[config.mk]
export PLATFORM = sky130hd
export DESIGN_NAME = char_lcd_nibble_write_sequencer_top
export DESIGN_NICKNAME = d
export VERILOG_FILES = /design/src/rtl/core/lcdw_pkg.sv /design/src/rtl/core/lcdw_front.sv /design/src/rtl/core/lcdw_queue.sv /design/src/rtl/core/lcdw_back.sv /design/src/rtl/core/char_lcd_nibble_write_sequencer_top.sv
export SDC_FILE = /design/constraint.sdc
export NUM_CORES = 1
export LEC_CHECK = 0
export BUFFER_PORTS_ARGS = -buffer_cell sky130_fd_sc_hd__buf_2
export CAP_MARGIN = 20
export CORE_UTILIZATION = 42
export CTS_BUF_LIST = sky130_fd_sc_hd__clkbuf_4
export DETAILED_ROUTE_END_ITERATION = 6
export HOLD_SLACK_MARGIN = 0.1
export PLACE_DENSITY = 0.68
export SLEW_MARGIN = 20
export SYNTH_ARGS = -nofsm -noshare
export SYNTH_HDL_FRONTEND = slang
export SYNTH_SLANG_ARGS = --single-unit
export TNS_END_PERCENT = 20
[constraint.sdc]
create_clock -name clk -period 11.39 [get_ports clk]
set_input_delay 2.278 -clock clk [delete_from_list [all_inputs] [get_ports clk]]
set_output_delay 2.278 -clock clk [all_outputs]
set_load 0.005 [all_outputs]
[src/rtl/core/lcdw_pkg.sv]
`timescale 1ns / 1ps

package lcdw_pkg;

    // Request kinds as they arrive on the input channel.
    localparam logic [1:0] KIND_DATA  = 2'd0;
    localparam logic [1:0] KIND_CMD   = 2'd1;
    localparam logic [1:0] KIND_INIT  = 2'd2;
    localparam logic [1:0] KIND_CLEAR = 2'd3;

    // Configuration register indexes.
    localparam int unsigned CFG_INDEX_W = 3;
    localparam logic [CFG_INDEX_W-1:0] REG_PULSE_DELAY     = 3'd0;
    localparam logic [CFG_INDEX_W-1:0] REG_DATA_SETTLE     = 3'd1;
    localparam logic [CFG_INDEX_W-1:0] REG_COMMAND_SETTLE  = 3'd2;
    localparam logic [CFG_INDEX_W-1:0] REG_BYTE_GAP        = 3'd3;
    localparam logic [CFG_INDEX_W-1:0] REG_WAKE_FIRST_WAIT = 3'd4;
    localparam logic [CFG_INDEX_W-1:0] REG_WAKE_NEXT_WAIT  = 3'd5;

    // Reset values of the configuration registers.
    localparam logic [15:0] PULSE_DELAY_RST     = 16'd20;
    localparam logic [15:0] DATA_SETTLE_RST     = 16'd2000;
    localparam logic [15:0] COMMAND_SETTLE_RST  = 16'd120;
    localparam logic [15:0] BYTE_GAP_RST        = 16'd1000;
    localparam logic [15:0] WAKE_FIRST_WAIT_RST = 16'd7000;
    localparam logic [15:0] WAKE_NEXT_WAIT_RST  = 16'd480;

    // Controller command bytes.
    localparam logic [7:0] CMD_WAKE       = 8'h30;
    localparam logic [7:0] CMD_FUNC_4BIT  = 8'h28;
    localparam logic [7:0] CMD_CLEAR      = 8'h01;
    localparam logic [7:0] CMD_HOME_LINE  = 8'h80;
    localparam logic [7:0] CMD_CURSOR     = 8'h10;
    localparam logic [7:0] CMD_ENTRY_MODE = 8'h06;

    localparam int unsigned WAIT_W = 18;

    // Byte sequence of the power-up init request.
    localparam logic [7:0] INIT_SEQ [8] = '{
        CMD_WAKE, CMD_WAKE, CMD_WAKE, CMD_FUNC_4BIT,
        CMD_CLEAR, CMD_HOME_LINE, CMD_CURSOR, CMD_ENTRY_MODE
    };
    localparam logic [2:0] INIT_LAST_BYTE  = 3'd7;
    localparam logic [2:0] CLEAR_LAST_BYTE = 3'd1;
    localparam logic [2:0] ONE_LAST_BYTE   = 3'd0;

    // Default depth of the queue between front and back.
    localparam int unsigned QUEUE_DEPTH_DEF = 2;

    typedef enum logic [1:0] {
        JOB_DATA,
        JOB_CMD,
        JOB_INIT,
        JOB_CLEAR
    } job_kind_t;

    // One classified request as queued for the back end.
    typedef struct packed {
        job_kind_t  kind;
        logic [7:0] value;
        logic [2:0] last_byte;
    } job_t;

    // Configuration register set.
    typedef struct packed {
        logic [15:0] pulse_delay;
        logic [15:0] data_settle;
        logic [15:0] command_settle;
        logic [15:0] byte_gap;
        logic [15:0] wake_first_wait;
        logic [15:0] wake_next_wait;
    } cfg_t;

    // Byte number idx of the sequence that a request sends.
    function automatic logic [7:0] seq_byte(input job_t job, input logic [2:0] idx);
        logic [7:0] b;
        b = job.value;
        unique case (job.kind)
            JOB_DATA, JOB_CMD: b = job.value;
            JOB_CLEAR:         b = idx[0] ? CMD_HOME_LINE : CMD_CLEAR;
            JOB_INIT:          b = INIT_SEQ[idx];
            default:           b = job.value;
        endcase
        return b;
    endfunction

    // A 16-bit count plus one, widened to the wait width.
    function automatic logic [WAIT_W-1:0] count_plus_one(input logic [15:0] c);
        return {{(WAIT_W-16){1'b0}}, c} + {{(WAIT_W-1){1'b0}}, 1'b1};
    endfunction

endpackage

[src/rtl/core/lcdw_front.sv]
`timescale 1ns / 1ps

module lcdw_front (
    input  logic              clk,
    input  logic              rst_n,
    input  logic              in_valid,
    output logic              in_stall,
    input  logic [1:0]        kind,
    input  logic [7:0]        byte_value,
    output logic              push,
    output lcdw_pkg::job_t    push_job,
    input  logic              q_ready
);
    import lcdw_pkg::*;

    logic valid_reg;
    logic valid_next;
    job_t job_reg;
    job_t job_next;
    logic load;

    // The holding register takes a request when empty or when it is pushed on.
    assign push     = valid_reg && q_ready;
    assign load     = !valid_reg || push;
    assign in_stall = !load;
    assign push_job = job_reg;

    // Classify the request into a job with its sequence length.
    always_comb
    begin
        job_next = job_reg;
        unique case (kind)
            KIND_DATA:
            begin
                job_next.kind      = JOB_DATA;
                job_next.value     = byte_value;
                job_next.last_byte = ONE_LAST_BYTE;
            end
            KIND_CMD:
            begin
                job_next.kind      = JOB_CMD;
                job_next.value     = byte_value;
                job_next.last_byte = ONE_LAST_BYTE;
            end
            KIND_INIT:
            begin
                job_next.kind      = JOB_INIT;
                job_next.value     = 8'h00;
                job_next.last_byte = INIT_LAST_BYTE;
            end
            default:
            begin
                job_next.kind      = JOB_CLEAR;
                job_next.value     = 8'h00;
                job_next.last_byte = CLEAR_LAST_BYTE;
            end
        endcase
    end

    always_comb
    begin
        valid_next = valid_reg;
        if (load)
        begin
            valid_next = in_valid;
        end
    end

    always_ff @(posedge clk or negedge rst_n)
    begin
        if (!rst_n)
        begin
            valid_reg <= 1'b0;
        end
        else
        begin
            valid_reg <= valid_next;
        end
    end

    // Payload register, loaded with each accepted request.
    always_ff @(posedge clk)
    begin
        if (load && in_valid)
        begin
            job_reg <= job_next;
        end
    end

endmodule

[src/rtl/core/lcdw_queue.sv]
`timescale 1ns / 1ps

module lcdw_queue #(
    parameter int unsigned DEPTH = lcdw_pkg::QUEUE_DEPTH_DEF
) (
    input  logic              clk,
    input  logic              rst_n,
    input  logic              push,
    input  lcdw_pkg::job_t    push_job,
    output logic              q_ready,
    input  logic              pop,
    output logic              q_valid,
    output lcdw_pkg::job_t    head_job
);
    import lcdw_pkg::*;

    localparam int unsigned PTR_W = (DEPTH > 1) ? $clog2(DEPTH) : 1;
    localparam int unsigned CNT_W = $clog2(DEPTH + 1);
    localparam logic [PTR_W-1:0] PTR_LAST = PTR_W'(DEPTH - 1);
    localparam logic [CNT_W-1:0] CNT_FULL = CNT_W'(DEPTH);

    job_t              mem [DEPTH];
    logic [PTR_W-1:0]  wr_ptr_reg;
    logic [PTR_W-1:0]  wr_ptr_next;
    logic [PTR_W-1:0]  rd_ptr_reg;
    logic [PTR_W-1:0]  rd_ptr_next;
    logic [CNT_W-1:0]  count_reg;
    logic [CNT_W-1:0]  count_next;
    logic              do_push;
    logic              do_pop;

    assign q_ready  = count_reg != CNT_FULL;
    assign q_valid  = count_reg != '0;
    assign head_job = mem[rd_ptr_reg];
    assign do_push  = push && q_ready;
    assign do_pop   = pop && q_valid;

    // Pointer and fill count update.
    always_comb
    begin
        wr_ptr_next = wr_ptr_reg;
        rd_ptr_next = rd_ptr_reg;
        count_next  = count_reg;
        if (do_push)
        begin
            wr_ptr_next = (wr_ptr_reg == PTR_LAST) ? '0 : wr_ptr_reg + 1'b1;
        end
        if (do_pop)
        begin
            rd_ptr_next = (rd_ptr_reg == PTR_LAST) ? '0 : rd_ptr_reg + 1'b1;
        end
        if (do_push && !do_pop)
        begin
            count_next = count_reg + 1'b1;
        end
        else if (do_pop && !do_push)
        begin
            count_next = count_reg - 1'b1;
        end
    end

    always_ff @(posedge clk or negedge rst_n)
    begin
        if (!rst_n)
        begin
            wr_ptr_reg <= '0;
            rd_ptr_reg <= '0;
            count_reg  <= '0;
        end
        else
        begin
            wr_ptr_reg <= wr_ptr_next;
            rd_ptr_reg <= rd_ptr_next;
            count_reg  <= count_next;
        end
    end

    // Entry storage.
    always_ff @(posedge clk)
    begin
        if (do_push)
        begin
            mem[wr_ptr_reg] <= push_job;
        end
    end

endmodule

[src/rtl/core/lcdw_back.sv]
`timescale 1ns / 1ps

module lcdw_back (
    input  logic                         clk,
    input  logic                         rst_n,
    input  lcdw_pkg::cfg_t               cfg,
    input  logic                         q_valid,
    input  lcdw_pkg::job_t               head_job,
    output logic                         pop,
    output logic                         out_valid,
    input  logic                         out_stall,
    output logic [3:0]                   bus_nibble,
    output logic                         reg_select,
    output logic                         enable_line,
    output logic [lcdw_pkg::WAIT_W-1:0]  wait_ticks,
    output logic                         last_event
);
    import lcdw_pkg::*;

    typedef enum logic [1:0] {
        PH_SETUP,
        PH_HIGH,
        PH_LOW
    } phase_t;

    phase_t             phase_reg;
    phase_t             phase_next;
    logic               nib_reg;
    logic               nib_next;
    logic [2:0]         idx_reg;
    logic [2:0]         idx_next;
    logic               pre_done_reg;
    logic               pre_done_next;
    logic [3:0]         held_nibble_reg;
    logic [3:0]         held_nibble_next;
    logic               out_valid_reg;
    logic               out_valid_next;
    logic [3:0]         nibble_reg;
    logic               select_reg;
    logic               enable_reg;
    logic [WAIT_W-1:0]  wait_reg;
    logic               last_reg;

    logic               advance;
    logic               emit;
    logic               is_init;
    logic               is_pre;
    logic               byte_end;
    logic [7:0]         cur_byte;
    logic [3:0]         ev_nibble;
    logic               ev_select;
    logic               ev_enable;
    logic [WAIT_W-1:0]  ev_wait;
    logic               ev_last;
    logic [WAIT_W-1:0]  base_wait;
    logic [WAIT_W-1:0]  gap_wait;
    logic [WAIT_W-1:0]  wake_wait;

    // The output register moves on when empty or when its request is taken.
    assign advance = !out_valid_reg || !out_stall;
    assign emit    = advance && q_valid;
    assign pop     = emit && ev_last;

    assign out_valid   = out_valid_reg;
    assign bus_nibble  = nibble_reg;
    assign reg_select  = select_reg;
    assign enable_line = enable_reg;
    assign wait_ticks  = wait_reg;
    assign last_event  = last_reg;

    // Build the pin event for the current position in the head job.
    always_comb
    begin
        is_init   = head_job.kind == JOB_INIT;
        is_pre    = is_init && !pre_done_reg;
        cur_byte  = seq_byte(head_job, idx_reg);
        byte_end  = (phase_reg == PH_LOW) && nib_reg;
        ev_select = head_job.kind == JOB_DATA;

        base_wait = (phase_reg == PH_LOW)
                  ? count_plus_one(ev_select ? cfg.data_settle : cfg.command_settle)
                  : count_plus_one(cfg.pulse_delay);
        gap_wait  = byte_end ? count_plus_one(cfg.byte_gap) : '0;
        wake_wait = '0;
        if (byte_end && is_init)
        begin
            if (idx_reg == 3'd0)
            begin
                wake_wait = count_plus_one(cfg.wake_first_wait);
            end
            else if (idx_reg == 3'd1 || idx_reg == 3'd2)
            begin
                wake_wait = count_plus_one(cfg.wake_next_wait);
            end
        end

        if (is_pre)
        begin
            // Init opens by dropping select and enable on the held nibble.
            ev_nibble = held_nibble_reg;
            ev_select = 1'b0;
            ev_enable = 1'b0;
            ev_wait   = '0;
            ev_last   = 1'b0;
        end
        else
        begin
            ev_nibble = nib_reg ? cur_byte[3:0] : cur_byte[7:4];
            ev_enable = phase_reg == PH_HIGH;
            ev_wait   = base_wait + gap_wait + wake_wait;
            ev_last   = byte_end && (idx_reg == head_job.last_byte);
        end
    end

    // Step through phases, nibbles and bytes of the head job.
    always_comb
    begin
        phase_next       = phase_reg;
        nib_next         = nib_reg;
        idx_next         = idx_reg;
        pre_done_next    = pre_done_reg;
        held_nibble_next = held_nibble_reg;
        out_valid_next   = out_valid_reg;
        if (advance)
        begin
            out_valid_next = q_valid;
        end
        if (emit)
        begin
            held_nibble_next = ev_nibble;
            if (is_pre)
            begin
                pre_done_next = 1'b1;
            end
            else if (ev_last)
            begin
                phase_next    = PH_SETUP;
                nib_next      = 1'b0;
                idx_next      = '0;
                pre_done_next = 1'b0;
            end
            else
            begin
                unique case (phase_reg)
                    PH_SETUP: phase_next = PH_HIGH;
                    PH_HIGH:  phase_next = PH_LOW;
                    PH_LOW:
                    begin
                        phase_next = PH_SETUP;
                        nib_next   = !nib_reg;
                        if (nib_reg)
                        begin
                            idx_next = idx_reg + 1'b1;
                        end
                    end
                    default:  phase_next = PH_SETUP;
                endcase
            end
        end
    end

    always_ff @(posedge clk or negedge rst_n)
    begin
        if (!rst_n)
        begin
            phase_reg       <= PH_SETUP;
            nib_reg         <= 1'b0;
            idx_reg         <= '0;
            pre_done_reg    <= 1'b0;
            held_nibble_reg <= '0;
            out_valid_reg   <= 1'b0;
        end
        else
        begin
            phase_reg       <= phase_next;
            nib_reg         <= nib_next;
            idx_reg         <= idx_next;
            pre_done_reg    <= pre_done_next;
            held_nibble_reg <= held_nibble_next;
            out_valid_reg   <= out_valid_next;
        end
    end

    // Output payload register.
    always_ff @(posedge clk)
    begin
        if (emit)
        begin
            nibble_reg <= ev_nibble;
            select_reg <= ev_select;
            enable_reg <= ev_enable;
            wait_reg   <= ev_wait;
            last_reg   <= ev_last;
        end
    end

endmodule

[src/rtl/core/char_lcd_nibble_write_sequencer_top.sv]
`timescale 1ns / 1ps
// Channel   Handshake            Payload
// in        in_valid, in_stall   kind, byte_value
// out       out_valid, out_stall bus_nibble, reg_select, enable_line, wait_ticks, last_event
// cfg       cfg_write            cfg_index, cfg_data
//
// The back sequencer emits one pin event per cycle unless stalled: setup, high
// and low events per nibble, one more to open an init; it sets the sustained
// rate. An accepted request passes through the front register and the queue to
// the output register. Reset clears all control state and loads the
// configuration defaults. Either side may stall; the queue decouples them.

module char_lcd_nibble_write_sequencer_top #(
    parameter int unsigned QUEUE_DEPTH = lcdw_pkg::QUEUE_DEPTH_DEF
) (
    input  logic                                clk,
    input  logic                                rst_n,
    input  logic                                in_valid,
    output logic                                in_stall,
    input  logic [1:0]                          kind,
    input  logic [7:0]                          byte_value,
    output logic                                out_valid,
    input  logic                                out_stall,
    output logic [3:0]                          bus_nibble,
    output logic                                reg_select,
    output logic                                enable_line,
    output logic [lcdw_pkg::WAIT_W-1:0]         wait_ticks,
    output logic                                last_event,
    input  logic                                cfg_write,
    input  logic [lcdw_pkg::CFG_INDEX_W-1:0]    cfg_index,
    input  logic [15:0]                         cfg_data
);
    import lcdw_pkg::*;

    cfg_t cfg_reg;
    cfg_t cfg_next;
    logic push;
    job_t push_job;
    logic q_ready;
    logic pop;
    logic q_valid;
    job_t head_job;

    // Configuration register writes; unknown indexes are dropped.
    always_comb
    begin
        cfg_next = cfg_reg;
        if (cfg_write)
        begin
            unique case (cfg_index)
                REG_PULSE_DELAY:     cfg_next.pulse_delay     = cfg_data;
                REG_DATA_SETTLE:     cfg_next.data_settle     = cfg_data;
                REG_COMMAND_SETTLE:  cfg_next.command_settle  = cfg_data;
                REG_BYTE_GAP:        cfg_next.byte_gap        = cfg_data;
                REG_WAKE_FIRST_WAIT: cfg_next.wake_first_wait = cfg_data;
                REG_WAKE_NEXT_WAIT:  cfg_next.wake_next_wait  = cfg_data;
                default:             cfg_next = cfg_reg;
            endcase
        end
    end

    always_ff @(posedge clk or negedge rst_n)
    begin
        if (!rst_n)
        begin
            cfg_reg.pulse_delay     <= PULSE_DELAY_RST;
            cfg_reg.data_settle     <= DATA_SETTLE_RST;
            cfg_reg.command_settle  <= COMMAND_SETTLE_RST;
            cfg_reg.byte_gap        <= BYTE_GAP_RST;
            cfg_reg.wake_first_wait <= WAKE_FIRST_WAIT_RST;
            cfg_reg.wake_next_wait  <= WAKE_NEXT_WAIT_RST;
        end
        else
        begin
            cfg_reg <= cfg_next;
        end
    end

    // Front end: accepts and classifies requests.
    lcdw_front u_front (
        .clk        (clk),
        .rst_n      (rst_n),
        .in_valid   (in_valid),
        .in_stall   (in_stall),
        .kind       (kind),
        .byte_value (byte_value),
        .push       (push),
        .push_job   (push_job),
        .q_ready    (q_ready)
    );

    // Job queue between front and back.
    lcdw_queue #(
        .DEPTH (QUEUE_DEPTH)
    ) u_queue (
        .clk      (clk),
        .rst_n    (rst_n),
        .push     (push),
        .push_job (push_job),
        .q_ready  (q_ready),
        .pop      (pop),
        .q_valid  (q_valid),
        .head_job (head_job)
    );

    // Back end: expands jobs into pin events.
    lcdw_back u_back (
        .clk         (clk),
        .rst_n       (rst_n),
        .cfg         (cfg_reg),
        .q_valid     (q_valid),
        .head_job    (head_job),
        .pop         (pop),
        .out_valid   (out_valid),
        .out_stall   (out_stall),
        .bus_nibble  (bus_nibble),
        .reg_select  (reg_select),
        .enable_line (enable_line),
        .wait_ticks  (wait_ticks),
        .last_event  (last_event)
    );

`ifndef SYNTHESIS
    // An enable-high event is always followed at once by its enable-low event.
    a_strobe_drops: assert property (@(posedge clk) disable iff (!rst_n)
        (out_valid && !out_stall && enable_line) |=> (out_valid && !enable_line))
        else $error("enable high event not followed by enable low event");

    // The final event of a request never leaves enable high.
    a_last_low: assert property (@(posedge clk) disable iff (!rst_n)
        (out_valid && last_event) |-> !enable_line)
        else $error("final event with enable high");

    // Only the init opening event carries a zero wait.
    a_zero_wait: assert property (@(posedge clk) disable iff (!rst_n)
        (out_valid && wait_ticks == '0) |-> (!enable_line && !reg_select && !last_event))
        else $error("zero wait on a strobe event");

    // The back end only retires a job that is present in the queue.
    a_pop_valid: assert property (@(posedge clk) disable iff (!rst_n)
        pop |-> q_valid)
        else $error("queue pop while empty");
`endif

endmodule
Yosys cells after proc, flatten, opt, wreduce, memory -nomap -nowiden
Memories as Yosys holds them, arrays and structs flattened.
Index checks and enable logic that the tools add are counted.
W data, S select, Z words.
{"block": "op_classes", "addsub": 12, "n_lt_le_gt_ge": 1, "eq_ne": 16, "n_mux": 29, "bitwise_logic": 2, "reduce_logical": 44}
{"op": "$mux W18", "count": 5}
{"op": "$add A16 B1 Y17 const B", "count": 5}
{"op": "$pmux W13 S3", "count": 1}
{"op": "$add A18 B18 Y18", "count": 2}
{"op": "$mux W8", "count": 3}
{"op": "$pmux W8 S3", "count": 1}
{"op": "$mux W16", "count": 1}
{"op": "$reduce_and A2 Y1", "count": 8}
{"op": "$logic_and A1 B1 Y1", "count": 12}
{"op": "$reduce_bool A2 Y1", "count": 5}
{"op": "$eq A3 B2 Y1 const B", "count": 3}
{"op": "$mux W1", "count": 9}
{"op": "$mux W3", "count": 3}
{"op": "$eq A2 B2 Y1 const B", "count": 4}
{"op": "$logic_not A1 Y1", "count": 8}
{"op": "$mux W4", "count": 2}
{"op": "$eq A2 B1 Y1 const B", "count": 3}
{"op": "$eq A3 B1 Y1 const B", "count": 2}
{"op": "$eq A3 B3 Y1 const B", "count": 2}
{"op": "$logic_not A2 Y1", "count": 3}
{"op": "$logic_not A3 Y1", "count": 2}
{"op": "$mux W2", "count": 3}
{"op": "$ge A4 B4 Y1 const B", "count": 1}
{"op": "$not A3 Y4", "count": 1}
{"op": "12 further kinds", "count": 15}
{"block": "word_totals", "register_bits": 151, "ram_bits": 26, "rom_bits": 64, "input_bits": 34, "output_inout_bits": 27, "wordCells": 130, "memories": 2}
{"name": "(no name shown)", "depth": 8, "width": 8, "read_ports": 1, "rd_clocked_by_memory_dff": 0, "write_ports": 0, "line_no": "lcdw_pkg.sv:81", "source": "JOB_INIT: b = INIT_SEQ[idx];"}
{"name": "u_queue.mem", "depth": 2, "width": 13, "read_ports": 1, "rd_clocked_by_memory_dff": 0, "write_ports": 1, "line_no": "lcdw_queue.sv:22", "source": "job_t mem [DEPTH];"}

Longest topological paths before layout
Gate-level depths: netlist (run 1).
{"block": "logic_depth", "ltp_word": 9, "depth_mapped": 20}

By module
From an unflattened synthesis (run 1), not the netlist that was laid out.
{"block": "unflattened", "cells_unflattened": 909, "area_unflattened_um2": 10332.4}
{"module": "lcdw_back", "n_inst": 1, "cells_each": 613, "area_per_inst_um2": 5003.5, "seq_area_each_um2": 1051.0}
{"module": "char_lcd_nibble_write_sequencer_top", "n_inst": 1, "cells_each": 208, "area_per_inst_um2": 3714.8, "seq_area_each_um2": 2438.6}
{"module": "lcdw_queue", "n_inst": 1, "cells_each": 58, "area_per_inst_um2": 1144.8, "seq_area_each_um2": 880.8}
{"module": "lcdw_front", "n_inst": 1, "cells_each": 30, "area_per_inst_um2": 469.2, "seq_area_each_um2": 355.3}

Least setup slack after synthesis (run 1)
OpenSTA, ideal clock, no wires.
{"block": "synth_timing", "kind": "input -> register", "start": "input port out_stall", "end": "register u_queue.count_reg[1]", "setup_time_ns": 0.079, "arrival_time_ns": 4.564, "required_ns": 11.311, "path_slack_ns": 6.746, "stages": 6, "n_path_buf": 0, "path_cell_list": "a21oi_1 -> nand2_1 -> ha_1 -> xor2_1 -> nor2_1 -> xor2_1"}
{"block": "synth_between", "elab_chain_cells": 8, "word_cells_on_any_way": 10, "cone_classes": "mux: 1; reduce/logical: 9"}
{"item": "from (decl)", "line_no": "char_lcd_nibble_write_sequencer_top.sv:23", "source": "input logic out_stall,"}
{"item": "$logic_not A1 Y1 *", "line_no": "lcdw_back.sv:60", "source": "assign advance = !out_valid_reg || !out_stall;"}
{"item": "$logic_or A1 B1 Y1 *", "line_no": "lcdw_back.sv:60"}
{"item": "$logic_and A1 B1 Y1 *", "line_no": "lcdw_back.sv:61", "source": "assign emit = advance && q_valid;"}
{"item": "$logic_and A1 B1 Y1 *", "line_no": "lcdw_back.sv:62", "source": "assign pop = emit && ev_last;"}
{"item": "$logic_and A1 B1 Y1 *", "line_no": "lcdw_queue.sv:36", "source": "assign do_pop = pop && q_valid;"}
{"item": "$logic_not A1 Y1", "line_no": "lcdw_queue.sv:52", "source": "if (do_push && !do_pop)"}
{"item": "$logic_and A1 B1 Y1", "line_no": "lcdw_queue.sv:52"}
{"item": "$mux W2 / $reduce_bool A2 Y1 (equally long branches)"}
{"item": "to (signal assigned)", "line_no": "lcdw_queue.sv:74", "source": "count_reg <= count_next;"}
{"item": "to (decl)", "line_no": "lcdw_queue.sv:27", "source": "logic [CNT_W-1:0] count_reg;"}
Mark *: on every way between the ends. The rest lies on a longest branch, timed or not.
A chain may end at the register's enable or synchronous reset.

Worst setup path after layout (run 1)
{"block": "layout_timing", "start": "register u_queue.rd_ptr_reg", "end": "register u_back.wait_reg[16] (netlist: u_back.wait_ticks[16]) (data pin)"}
{"block": "layout_between", "elab_chain_cells": 7, "word_cells_on_any_way": 11, "cone_classes": "add/sub: 3; eq/ne: 1; mux: 3; reduce/logical: 3; memory: 1"}
{"item": "from (decl)", "line_no": "lcdw_queue.sv:25", "source": "logic [PTR_W-1:0] rd_ptr_reg;"}
{"item": "from (signal assigned)", "line_no": "lcdw_queue.sv:73", "source": "rd_ptr_reg <= rd_ptr_next;"}
{"item": "$mem_v2 Z2 W13 *"}
{"item": "$logic_not A2 Y1", "line_no": "lcdw_back.sv:78", "source": "ev_select = head_job.kind == JOB_DATA;"}
{"item": "$mux W16", "line_no": "lcdw_back.sv:81", "source": "? count_plus_one(ev_select ? cfg.data_settle : cfg.command_settle)"}
{"item": "$add A16 B1 Y17", "line_no": "lcdw_pkg.sv:89", "source": "return {{(WAIT_W-16){1'b0}}, c} + {{(WAIT_W-1){1'b0}}, 1'b1};"}
{"item": "$mux W18", "line_no": "lcdw_back.sv:81"}
{"item": "$add A18 B18 Y18 (2 in series)", "line_no": "lcdw_back.sv:110", "source": "ev_wait = base_wait + gap_wait + wake_wait;"}
{"item": "to (signal assigned)", "line_no": "lcdw_back.sv:192", "source": "wait_reg <= ev_wait;"}
{"item": "to (decl)", "line_no": "lcdw_back.sv:41", "source": "logic [WAIT_W-1:0] wait_reg;"}
Marked as above.

==> results of run 1 <==
-- cells by family after synthesis --
logic type	Yosys count	synth area share [%]
AOI/OAI and AO/OA	107	7.54
xor gates and xnor gates	78	7.13
DFF	171	48.0
buffers and inverters	77	3.38
adders and majority gates	45	7.28
muxes	106	12.6
and+or+nand+nor	276	14.0
-- power breakdown --
| group | internal, uW | switching [uW] | leakage, uW |
|---|---|---|---|
| clock | 104 | 255 | 0.000159 |
| combinational | 378 | 506 | 0.00221 |
| sequential | 870 | 123 | 0.00188 |
| total | 1350 | 884 | 0.00425 |
-- through the flow --
step | area, sq um | hold slack (ns) | std cells | setup WS [ns] | power, uW
after floorplan | 9590 | 0.421 | 860 | 6.75 | 1650
after global placement | 10200 | 0.425 | 1174 | 5.84 | 1880
after detailed placement | 10200 | 0.436 | 1174 | 5.65 | 1890
after CTS | 10500 | 0.472 | 1206 | 5.66 | 2250
after global routing | 10500 | 0.489 | 1207 | 5.13 | 2410
final | 10500 | 0.468 | 1207 | 5.65 | 2240
-- layout make-up --
type                    instances  area share (%)
multi-input cells             612            44.8
flip-flops and latches        171            44.1
well taps                     280            3.35
repair buffers                 66            3.33
clock inverters                15            1.63
inverters                      45            1.62
clock buffers                  17            1.22
diodes                          1          0.0239
-- synth_stat cells (3+ instances only) --
library cell and number:
sky130_fd_sc_hd__or3_1 4, sky130_fd_sc_hd__edfxtp_1 58, sky130_fd_sc_hd__and3_1 7, sky130_fd_sc_hd__mux2i_1 3, sky130_fd_sc_hd__nand2_1 82, sky130_fd_sc_hd__a22o_1 3
sky130_fd_sc_hd__nor2_1 78, sky130_fd_sc_hd__nand3_2 3, sky130_fd_sc_hd__o21ai_1 12, sky130_fd_sc_hd__dfstp_2 29, sky130_fd_sc_hd__a31oi_2 4, sky130_fd_sc_hd__buf_4 3
sky130_fd_sc_hd__inv_1 44, sky130_fd_sc_hd__dfrtp_1 84, sky130_fd_sc_hd__nand4_1 12, sky130_fd_sc_hd__ha_1 27, sky130_fd_sc_hd__clkbuf_1 19, sky130_fd_sc_hd__nand2b_1 10
sky130_fd_sc_hd__nor3_1 6, sky130_fd_sc_hd__o21ai_0 18, sky130_fd_sc_hd__xnor2_1 37, sky130_fd_sc_hd__a21oi_1 15, sky130_fd_sc_hd__and2_1 7, sky130_fd_sc_hd__nand3_1 33
sky130_fd_sc_hd__fa_1 18, sky130_fd_sc_hd__nor2b_1 16, sky130_fd_sc_hd__a31oi_1 11, sky130_fd_sc_hd__a22oi_1 3, sky130_fd_sc_hd__mux2_2 101, sky130_fd_sc_hd__a21o_1 7
sky130_fd_sc_hd__buf_2 7, sky130_fd_sc_hd__o22ai_1 14, sky130_fd_sc_hd__xor2_1 41
-- path summary, 6_finish.rpt --
path                                     startpoint                     to  slack [ns]
worst max-delay path             u_queue.rd_ptr_reg  u_back.wait_ticks[16]        5.65
worst min-delay path            u_front.push_job[0]      u_queue.mem[1][0]        0.47
worst max register to register   u_queue.rd_ptr_reg  u_back.wait_ticks[16]        5.65
worst min register to register  u_front.push_job[0]      u_queue.mem[1][0]        0.47
max in group asynchronous                     rst_n            cfg_reg[26]        8.46
min in group asynchronous                     rst_n            cfg_reg[47]        1.71
-- per-layer routing --
layer	global-route usage, %	vias up
met2	25.3	126
met3	2.98	16
met1	26.5	2990
met4	4.67	0
li1	-	3107
met5	0	-
==> flow_summary.json, run 1 <==
{
  "ios": 61,
  "design.core.area_sq_um": 22100,
  "critical_path.max_fanout": 14,
  "dr_wl_met3_microns": 666,
  "number_of_global_route_vias_before_repair": 6104,
  "sequential_cell_area_sq_um": 4610,
  "finish.net_count": 992,
  "die-area_sq_um": 23400,
  "worst-endpoint-arrival_ns": 6.09,
  "overflow": 0,
  "n_fill_cell": 1975,
  "finish.utilization_pct": 47.3,
  "yosysWarnings": 0,
  "cp-start-kind": "flip-flop",
  "post_synth_inst_count": 860,
  "run_status": "complete, no violations",
  "cts-root-buf": "sky130_fd_sc_hd__clkbuf_4",
  "ys.flop_type": "sky130_fd_sc_hd__dfrtp_1",
  "gpl.final_weighted_congestion": 0.810,
  "h-tree-depth": 4,
  "ys_ff_latch": 171,
  "worst_hold_path_type": "reg -> reg",
  "drt.antenna.violating_nets": 0,
  "postRouteWirelength_microns": 19200,
  "grt_pass1_wl_microns": 32100,
  "largest_reg_flops": 96,
  "cpLargestDelayFamily": "simple AND/OR/NAND/NOR gates",
  "setup_viol": 0,
  "leakagePower_uw": 0.00425,
  "vias": 6239,
  "critPathKind": "reg -> reg",
  "worst_r2r_path_depth": 17,
  "required_time_of_the_critical_path_ns": 11.74,
  "transition_time_at_the_pin_with_the_least_slew_margin_ns": 0.969,
  "fin_worst_skew_ns": 0.0243,
  "synth-edff-count": 58,
  "hold_violations": 0,
  "mostFrequentLayoutCell": "sky130_fd_sc_hd__mux2_2",
  "fin_crit_sh_pct": 50.4,
  "drv_cap": 0,
  "yosys.cell_types.count": 63,
  "clk_latency_ns": 0.60,
  "fmax_ghz": 0.174,
  "ys_async_sr_fraction_pct": 66.1,
  "synth_top_cells_by_area": "sky130_fd_sc_hd__dfrtp_1, sky130_fd_sc_hd__edfxtp_1, sky130_fd_sc_hd__mux2_2, sky130_fd_sc_hd__dfstp_2, sky130_fd_sc_hd__fa_1",
  "starting_density_pct": 43.4,
  "antenna_found_initial": 1,
  "drc_errors": 0,
  "cts_setup_buffers": 0,
  "met2_length_microns": 8220,
  "grtUsageTotal_pct": 17.4,
  "avgSynthCellArea_sq_um": 11.1,
  "max-vdd-ir-drop_mv": 0.0741,
  "drt_pre_antenna_iters": 5,
  "top_signal_layer_used": "met4",
  "slew_viol_final": 0,
  "post_drt_wl_per_cell_microns": 15.9,
  "dp_hpwl_microns": 14400,
  "area.growth.synth_to_final_pct": 9.04,
  "min_delay_path_depth": 0,
  "timing.critical_path.slowest_cell_delay_ns": 0.82,
  "tritoncts": "yes",
  "cts-root-to-sink-buffers": 2,
  "drt_iter0_markers": 410,
  "synth_area_leader_cell": "sky130_fd_sc_hd__dfrtp_1",
  "share_of_layout_cells_above_drive_strength_1_pct": 27.3,
  "grt_start_max_net_pins": 61,
  "met1_length_microns": 10100,
  "crit_path_cell_trace": "nor3b_2 -> o21ai_1 -> a31oi_1 -> nand4_1 -> nor3_2 -> nand2_1 -> xor2_1 -> fa_1 -> inv_1 -> ha_1 -> a21oi_1 -> nand3b_1 -> o311ai_0 -> nor2_1 -> a211oi_1 -> xor2_1 -> nor2_1",
  "synth_seq_area_share_pct": 48.0,
  "layout_min_cycle_time_ns": 5.74,
  "cp.buffers_inverters": 1,
  "cts_made_buffers": 17,
  "numPortBuffers": 60,
  "std_cell_rows": 54,
  "synth_nets": 939,
  "postCtsHoldBufs": 0,
  "fp.dieH_microns": 153,
  "multiInputGateArea_sq_um": 4680,
  "syn-cell-area_sq_um": 9590,
  "timing.max_slew.rel_slack_pct": 35.2,
  "cp-end-kind": "flip-flop",
  "critical_path.slowest_cell": "sky130_fd_sc_hd__nor3b_2",
  "timing.critical_path.depth": 17,
  "setup_tns_final_ns": 0,
  "clock_sink_count": 171,
  "clock_input_transition_at_the_sequential_cells_of_the_worst_setup_and_hold_paths_ns": 0.16,
  "routed_via_density": 5.17,
  "postCtsResizedCells": 0,
  "die_w_microns": 153,
  "p_per_area_nw_per_um2": 214,
  "post-synth-top-area-fraction_pct": 21.9,
  "layout.cells.most_common_list": "sky130_fd_sc_hd__mux2_2, sky130_fd_sc_hd__dfrtp_1, sky130_fd_sc_hd__nand2_1",
  "rsz0062_at_grt": "false"
}
No activity file was read; power rests on OpenSTA's default activity.
==> run 2, diff against run 1 <==
Settings changed: ABC_AREA from default to 1.
Clock period 11.39 ns to 5.8 ns, I/O delays scaled along.
==> flow_summary.json, run 2 <==
{
  "run_status": "complete, no violations",
  "pwr-share-seq_pct": 41.3,
  "grtUsageTotal_pct": 20.7,
  "layout.cells.most_common_list": "sky130_fd_sc_hd__nand2_1, sky130_fd_sc_hd__o21ai_0, sky130_fd_sc_hd__inv_1",
  "fmax_ghz": 0.208,
  "post_synth_mux_area_share_pct": 0,
  "post-synth-top-count-cell": "sky130_fd_sc_hd__nand2_1",
  "die-area_sq_um": 24600,
  "layout.cell_area.non_filler_sq_um": 10900,
  "ys.flop_type": "sky130_fd_sc_hd__dfrtp_1",
  "required_time_of_the_critical_path_ns": 6.17,
  "finish.net_count": 1377,
  "tritoncts": "yes",
  "cts_made_buffers": 17,
  "antenna_found_initial": 1,
  "post_drt_wl_per_cell_microns": 14.9,
  "synth_nets": 1335,
  "postCtsResizedCells": 0,
  "timing.critical_path.slowest_cell_delay_ns": 0.58,
  "synth_seq_area_share_pct": 45.8,
  "leakagePower_uw": 0.00515,
  "grt_start_max_net_pins": 69,
  "grt.met2_usage_pct": 33.0,
  "largest_reg_flops": 96,
  "dp_hpwl_microns": 17900,
  "slew_viol_final": 0,
  "postRouteWirelength_microns": 24300,
  "std_cell_rows": 56,
  "design.core.area_sq_um": 23500,
  "cp-start-kind": "flip-flop",
  "pre_cts_ws_ns": 1.04,
  "crit_path_cell_trace": "inv_2 -> nand2_1 -> nand2_2 -> nand2_1 -> nor2_2 -> o211ai_1 -> fa_1 -> inv_1 -> ha_1 -> fa_1 -> nand2_1 -> nand2_1 -> o21ai_0 -> o21ai_0 -> nand3_1 -> nand2_1 -> nand2_1 -> nand3_1 -> nand2_1 -> nor2_1",
  "synthXorXnorAreaFrac_pct": 1.22,
  "synth-edff-count": 58,
  "worst_hold_path_type": "reg -> reg",
  "comb_power_share_pct": 42.3,
  "largest_family_of_logic_cells_by_synthesized_area": "simple AND/OR/NAND/NOR gates",
  "ios": 61,
  "grt_pass1_wl_microns": 39400,
  "grt.met3_usage_pct": 3.71,
  "layout_min_cycle_time_ns": 4.80,
  "synthAdderAreaFrac_pct": 6.94,
  "area.growth.synth_to_final_pct": 8.37,
  "syn-cell-area_sq_um": 10100,
  "overflow": 0,
  "p_per_area_nw_per_um2": 421,
  "clk_latency_ns": 0.58,
  "cts-root-buf": "sky130_fd_sc_hd__clkbuf_4",
  "drv_cap": 0,
  "h-tree-depth": 4,
  "cts_setup_buffers": 0,
  "post-synth-top-area-fraction_pct": 20.9,
  "numPortBuffers": 60,
  "drt_iter0_markers": 602,
  "share_of_layout_cells_above_drive_strength_1_pct": 13.3,
  "max-vdd-ir-drop_mv": 0.157,
  "clock_input_transition_at_the_sequential_cells_of_the_worst_setup_and_hold_paths_ns": 0.17,
  "critical_path.max_fanout": 25,
  "critical_path.slowest_cell": "sky130_fd_sc_hd__fa_1",
  "mostFrequentLayoutCell": "sky130_fd_sc_hd__nand2_1",
  "postPlaceCellArea_sq_um": 10600,
  "fin_worst_skew_ns": 0.0304,
  "critPathMostFrequentCell": "sky130_fd_sc_hd__nand2_1",
  "drt_pre_antenna_iters": 5,
  "transition_time_at_the_pin_with_the_least_slew_margin_ns": 1.06,
  "die_w_microns": 157,
  "met1_usage_pct": 28.9,
  "hold_violations": 0,
  "worst-endpoint-arrival_ns": 5.17,
  "power.share.clock_pct": 16.4,
  "power_report.internal_total_uw": 2620,
  "cp-end-kind": "flip-flop",
  "avgSynthCellArea_sq_um": 8.01,
  "total_switching_power_uw": 1970,
  "drc_errors": 0,
  "synth_top_cells_by_area": "sky130_fd_sc_hd__dfrtp_1, sky130_fd_sc_hd__edfxtp_1, sky130_fd_sc_hd__nand2_1, sky130_fd_sc_hd__o21ai_0, sky130_fd_sc_hd__dfstp_2",
  "fin_crit_sh_pct": 82.7,
  "starting_density_pct": 42.9,
  "yosys.cell_types.count": 47,
  "routed_via_density": 5.07,
  "fp.dieH_microns": 157,
  "post_synth_and_or_nand_nor_area_fraction_pct": 25.0,
  "switching_part_of_the_total_pct": 43.0,
  "gr-max-usage-layer": "met2",
  "ys_ff_latch": 171,
  "cts-root-to-sink-buffers": 2,
  "rsz0062_at_grt": "false",
  "timing.max_slew.rel_slack_pct": 29.3,
  "critPathKind": "reg -> reg",
  "post_synth_most_frequent_cells": "sky130_fd_sc_hd__nand2_1, sky130_fd_sc_hd__o21ai_0, sky130_fd_sc_hd__inv_1",
  "worst_slack_ns": 1.00,
  "clock_sink_count": 171,
  "yosysWarnings": 0,
  "post_synth_inst_count": 1256,
  "ys_async_sr_fraction_pct": 66.1,
  "synth_area_leader_cell": "sky130_fd_sc_hd__dfrtp_1",
  "postCtsHoldBufs": 0,
  "gpl.final_weighted_congestion": 0.885,
  "vias": 8277,
  "number_of_global_route_vias_before_repair": 7732,
  "n_fill_cell": 2370,
  "synth-compound-area-share_pct": 12.8,
  "drt.antenna.violating_nets": 0,
  "setup_tns_final_ns": 0,
  "setup_viol": 0
}
==> run 2: power groups by stage <==
stage	clock [uW]	sequential, uW	combinational [uW]
detailed placement	0	1920	1920
floorplan	0	1870	1420
CTS	765	1900	1940
global route	818	1940	2220
finish	754	1900	1940
global placement	0	1920	1890
==> run 2: stage by stage <==
| step | instances | utilization, % | power, uW | hold WS [ns] |
|---|---|---|---|---|
| floorplan | 1256 | - | 3290 | 0.421 |
| global route | 1631 | 46.4 | 4980 | 0.479 |
| CTS | 1630 | 46.4 | 4600 | 0.469 |
| global placement | 1598 | 45.1 | 3810 | 0.425 |
| detailed placement | 1598 | 45.1 | 3850 | 0.433 |
| finish | 1631 | 46.4 | 4590 | 0.469 |
==> run 2: cells by family after synthesis <==
logic type | count (synthesis)
compound gates | 242
xor+xnor | 14
fa+ha+maj | 45
buf+inv | 205
flops | 171
simple gates | 579
==> run 2: final timing paths <==
kind / start / to / slack, ns / cells after the start
min in group asynchronous: rst_n / u_back.phase_reg[1] / 0.67 / 1
max: u_queue.rd_ptr_reg / u_back.wait_ticks[17] / 1.00 / 20
max reg2reg: u_queue.rd_ptr_reg / u_back.wait_ticks[17] / 1.00 / 20
min: u_front.push_job[8] / u_queue.mem[1][8] / 0.47 / 0
max in group asynchronous: rst_n / cfg_reg[93] / 3.97 / 2
min reg2reg: u_front.push_job[8] / u_queue.mem[1][8] / 0.47 / 0
==> run 2: routing by layer <==
metal	up-vias	part of all wire, %
met1	3840	47
met3	29	5.8
li1	4174	-
met2	234	45
met4	0	1.6
met5	-	0
==> run 2: cell type report <==
| class | count | area (sq um) | area share (%) |
|---|---|---|---|
| multi-input combinational | 880 | 4630 | 42.5 |
| sequential | 171 | 4610 | 42.2 |
| inverter | 162 | 608 | 5.58 |
| tap | 319 | 399 | 3.66 |
| timing repair buffer | 66 | 348 | 3.19 |
| clock inverter | 14 | 175 | 1.61 |
| clock buffer | 18 | 135 | 1.24 |
| antenna | 1 | 2.50 | 0.0230 |
==> run 2: critical path, delay by kind of cell (launching register included) <==
family / cells / cell delay [ns]
AND/OR/NAND/NOR: 12 / 2.02
adder cells (fa/ha/maj): 3 / 1.19
flip-flops: 1 / 0.55
AO/OA/AOI/OAI: 3 / 0.53
buffers and inverters: 2 / 0.29
==> run 3, diff against run 2 <==
Settings changed: ABC_AREA 1 to 0, PLACE_DENSITY 0.68 to 0.7.
Clock period 5.8 ns to 4.3 ns, I/O delays scaled along.
==> flow_summary.json, run 3 (synthesis gave the netlist of run 1 again) <==
{
  "hold_violations": 0,
  "cts-root-to-sink-buffers": 2,
  "p_per_area_nw_per_um2": 592,
  "largest_reg_flops": 96,
  "drt_pre_antenna_iters": 5,
  "mostFrequentLayoutCell": "sky130_fd_sc_hd__mux2_2",
  "clock_input_transition_at_the_sequential_cells_of_the_worst_setup_and_hold_paths_ns": 0.17,
  "routed_via_density": 5.24,
  "ios": 61,
  "layout_min_cycle_time_ns": 4.35,
  "dp_hpwl_microns": 15100,
  "cp-end-kind": "flip-flop",
  "h-tree-depth": 4,
  "critPathMostFrequentCell": "sky130_fd_sc_hd__buf_4",
  "clk_latency_ns": 0.58,
  "finish.utilization_pct": 51.2,
  "leakagePower_uw": 0.00465,
  "timing.critical_path.slowest_cell_delay_ns": 0.48,
  "total_power_uw": 6700,
  "vias": 6673,
  "drt_iter0_markers": 364,
  "std_cell_rows": 54,
  "numPortBuffers": 60,
  "grt_start_max_net_pins": 83,
  "postRouteWirelength_microns": 20400,
  "timing.max_slew.rel_slack_pct": 34.0,
  "tritoncts": "yes",
  "clock_sink_count": 171,
  "crit_path_cell_trace": "buf_4 -> or3b_4 -> buf_4 -> nand3_2 -> a31oi_4 -> buf_4 -> buf_4 -> nand2_1 -> nor2_1 -> xnor2_1 -> fa_1 -> inv_1 -> ha_1 -> o21a_1 -> o21ai_0 -> nand2b_1 -> a31oi_2 -> a22o_1 -> xor2_1 -> nor2_1",
  "share_of_layout_cells_above_drive_strength_1_pct": 36.1,
  "starting_density_pct": 43.4,
  "cts-root-buf": "sky130_fd_sc_hd__clkbuf_4",
  "die_w_microns": 153,
  "run_status": "finished, violations left",
  "failing_checks": "setup timing",
  "transition_time_at_the_pin_with_the_least_slew_margin_ns": 0.984,
  "required_time_of_the_critical_path_ns": 4.63,
  "drv_cap": 0,
  "fin_crit_sh_pct": 101,
  "grtUsageTotal_pct": 18.0,
  "worst_setup_path_startpoint": "u_queue.mem[1][11]",
  "overflow": 0,
  "cts_made_buffers": 17,
  "worst_slack_ns": -0.0516,
  "die-area_sq_um": 23400,
  "area.growth.synth_to_final_pct": 18.0,
  "antenna_found_initial": 1,
  "finish.net_count": 1059,
  "critPathKind": "reg -> reg",
  "timing.rr.start": "u_queue.mem[1][11]",
  "layout.cells.most_common_list": "sky130_fd_sc_hd__mux2_2, sky130_fd_sc_hd__dfrtp_1, sky130_fd_sc_hd__nand2_1",
  "fin_worst_skew_ns": 0.0205,
  "worst_hold_path_type": "in -> async",
  "design.core.area_sq_um": 22100,
  "gpl.final_weighted_congestion": 0.842,
  "critical_path.slowest_cell": "sky130_fd_sc_hd__fa_1",
  "post_drt_wl_per_cell_microns": 16.0,
  "regToRegSetupSlack_ns": -0.05,
  "grt_pass1_wl_microns": 33400,
  "max-vdd-ir-drop_mv": 0.243,
  "drc_errors": 0,
  "fmax_ghz": 0.230,
  "slew_viol_final": 0,
  "rsz0062_at_grt": "true",
  "fp.dieH_microns": 153,
  "cp-start-kind": "flip-flop",
  "critical_path.max_fanout": 8,
  "setup_viol": 4,
  "worst-endpoint-arrival_ns": 4.68,
  "drt.antenna.violating_nets": 0,
  "number_of_global_route_vias_before_repair": 6571
}
## run 3: worst paths after layout
path	end	cells past startpoint
max reg2reg	u_back.wait_ticks[13]	20
min	cfg_reg[46]	1
min reg2reg	u_queue.mem[0][0]	0
max	u_back.wait_ticks[13]	20
min in group clk	u_front.push_job[11]	1
max in group asynchronous	cfg_reg[82]	2
## run 3: metal layers
metal	vias to the layer above	track usage [%]	share of wire, %
li1	3255	-	-
met1	3292	25.6	49
met2	107	27.6	46
met3	19	3.29	3.3
met4	0	6.54	1.9
met5	-	0	0
## run 3: layout make-up
cell class / count / area (sq um)
Antenna cell: 1 / 2.50
Timing Repair Buffer: 133 / 862
Inverter: 45 / 169
Fill cell: 1931 / 10800
Sequential cell: 171 / 4610
Clock buffer: 17 / 128
Tap cell: 280 / 350
Clock inverter: 15 / 254
Multi-Input combinational cell: 612 / 4940
## run 3: through the flow
step                cell area (sq um)  setup slack (ns)  hold WS (ns)  instances  setup TNS [ns]
floorplan                        9610            0.0226         0.421        860               0
global placement                10600           -0.0327         0.424       1233         -0.0660
detailed placement              10600            -0.137         0.438       1233          -0.582
CTS                             11100           0.00186         0.414       1266               0
global route                    11300            -0.204         0.300       1274           -1.17
finish                          11300           -0.0516         0.269       1274          -0.118
## run 3: what timing repair did
item / 4_1_cts / 5_1_grt
setup buffers: 1 / 7
hold buffers: 0 / 0
endpoints found under the setup margin: 7 / 8
pin swaps: 2 / 29
gates resized for setup: 8 / 41
## run 3: worst max-delay path: cells and delay by family (launching register included)
| kind | cells | cell delay (ns) |
|---|---|---|
| compound gates | 5 | 0.95 |
| xor+xnor | 2 | 0.29 |
| fa+ha+maj | 2 | 0.85 |
| buf+inv | 5 | 0.68 |
| flops | 1 | 0.46 |
| simple gates | 6 | 0.86 |
## run 3: where the power goes
part	total [uW]	switching [uW]	internal (uW)
Combinational	2960	1590	1370
Sequential	2590	288	2300
Clock	1150	652	497
Total	6700	2530	4170
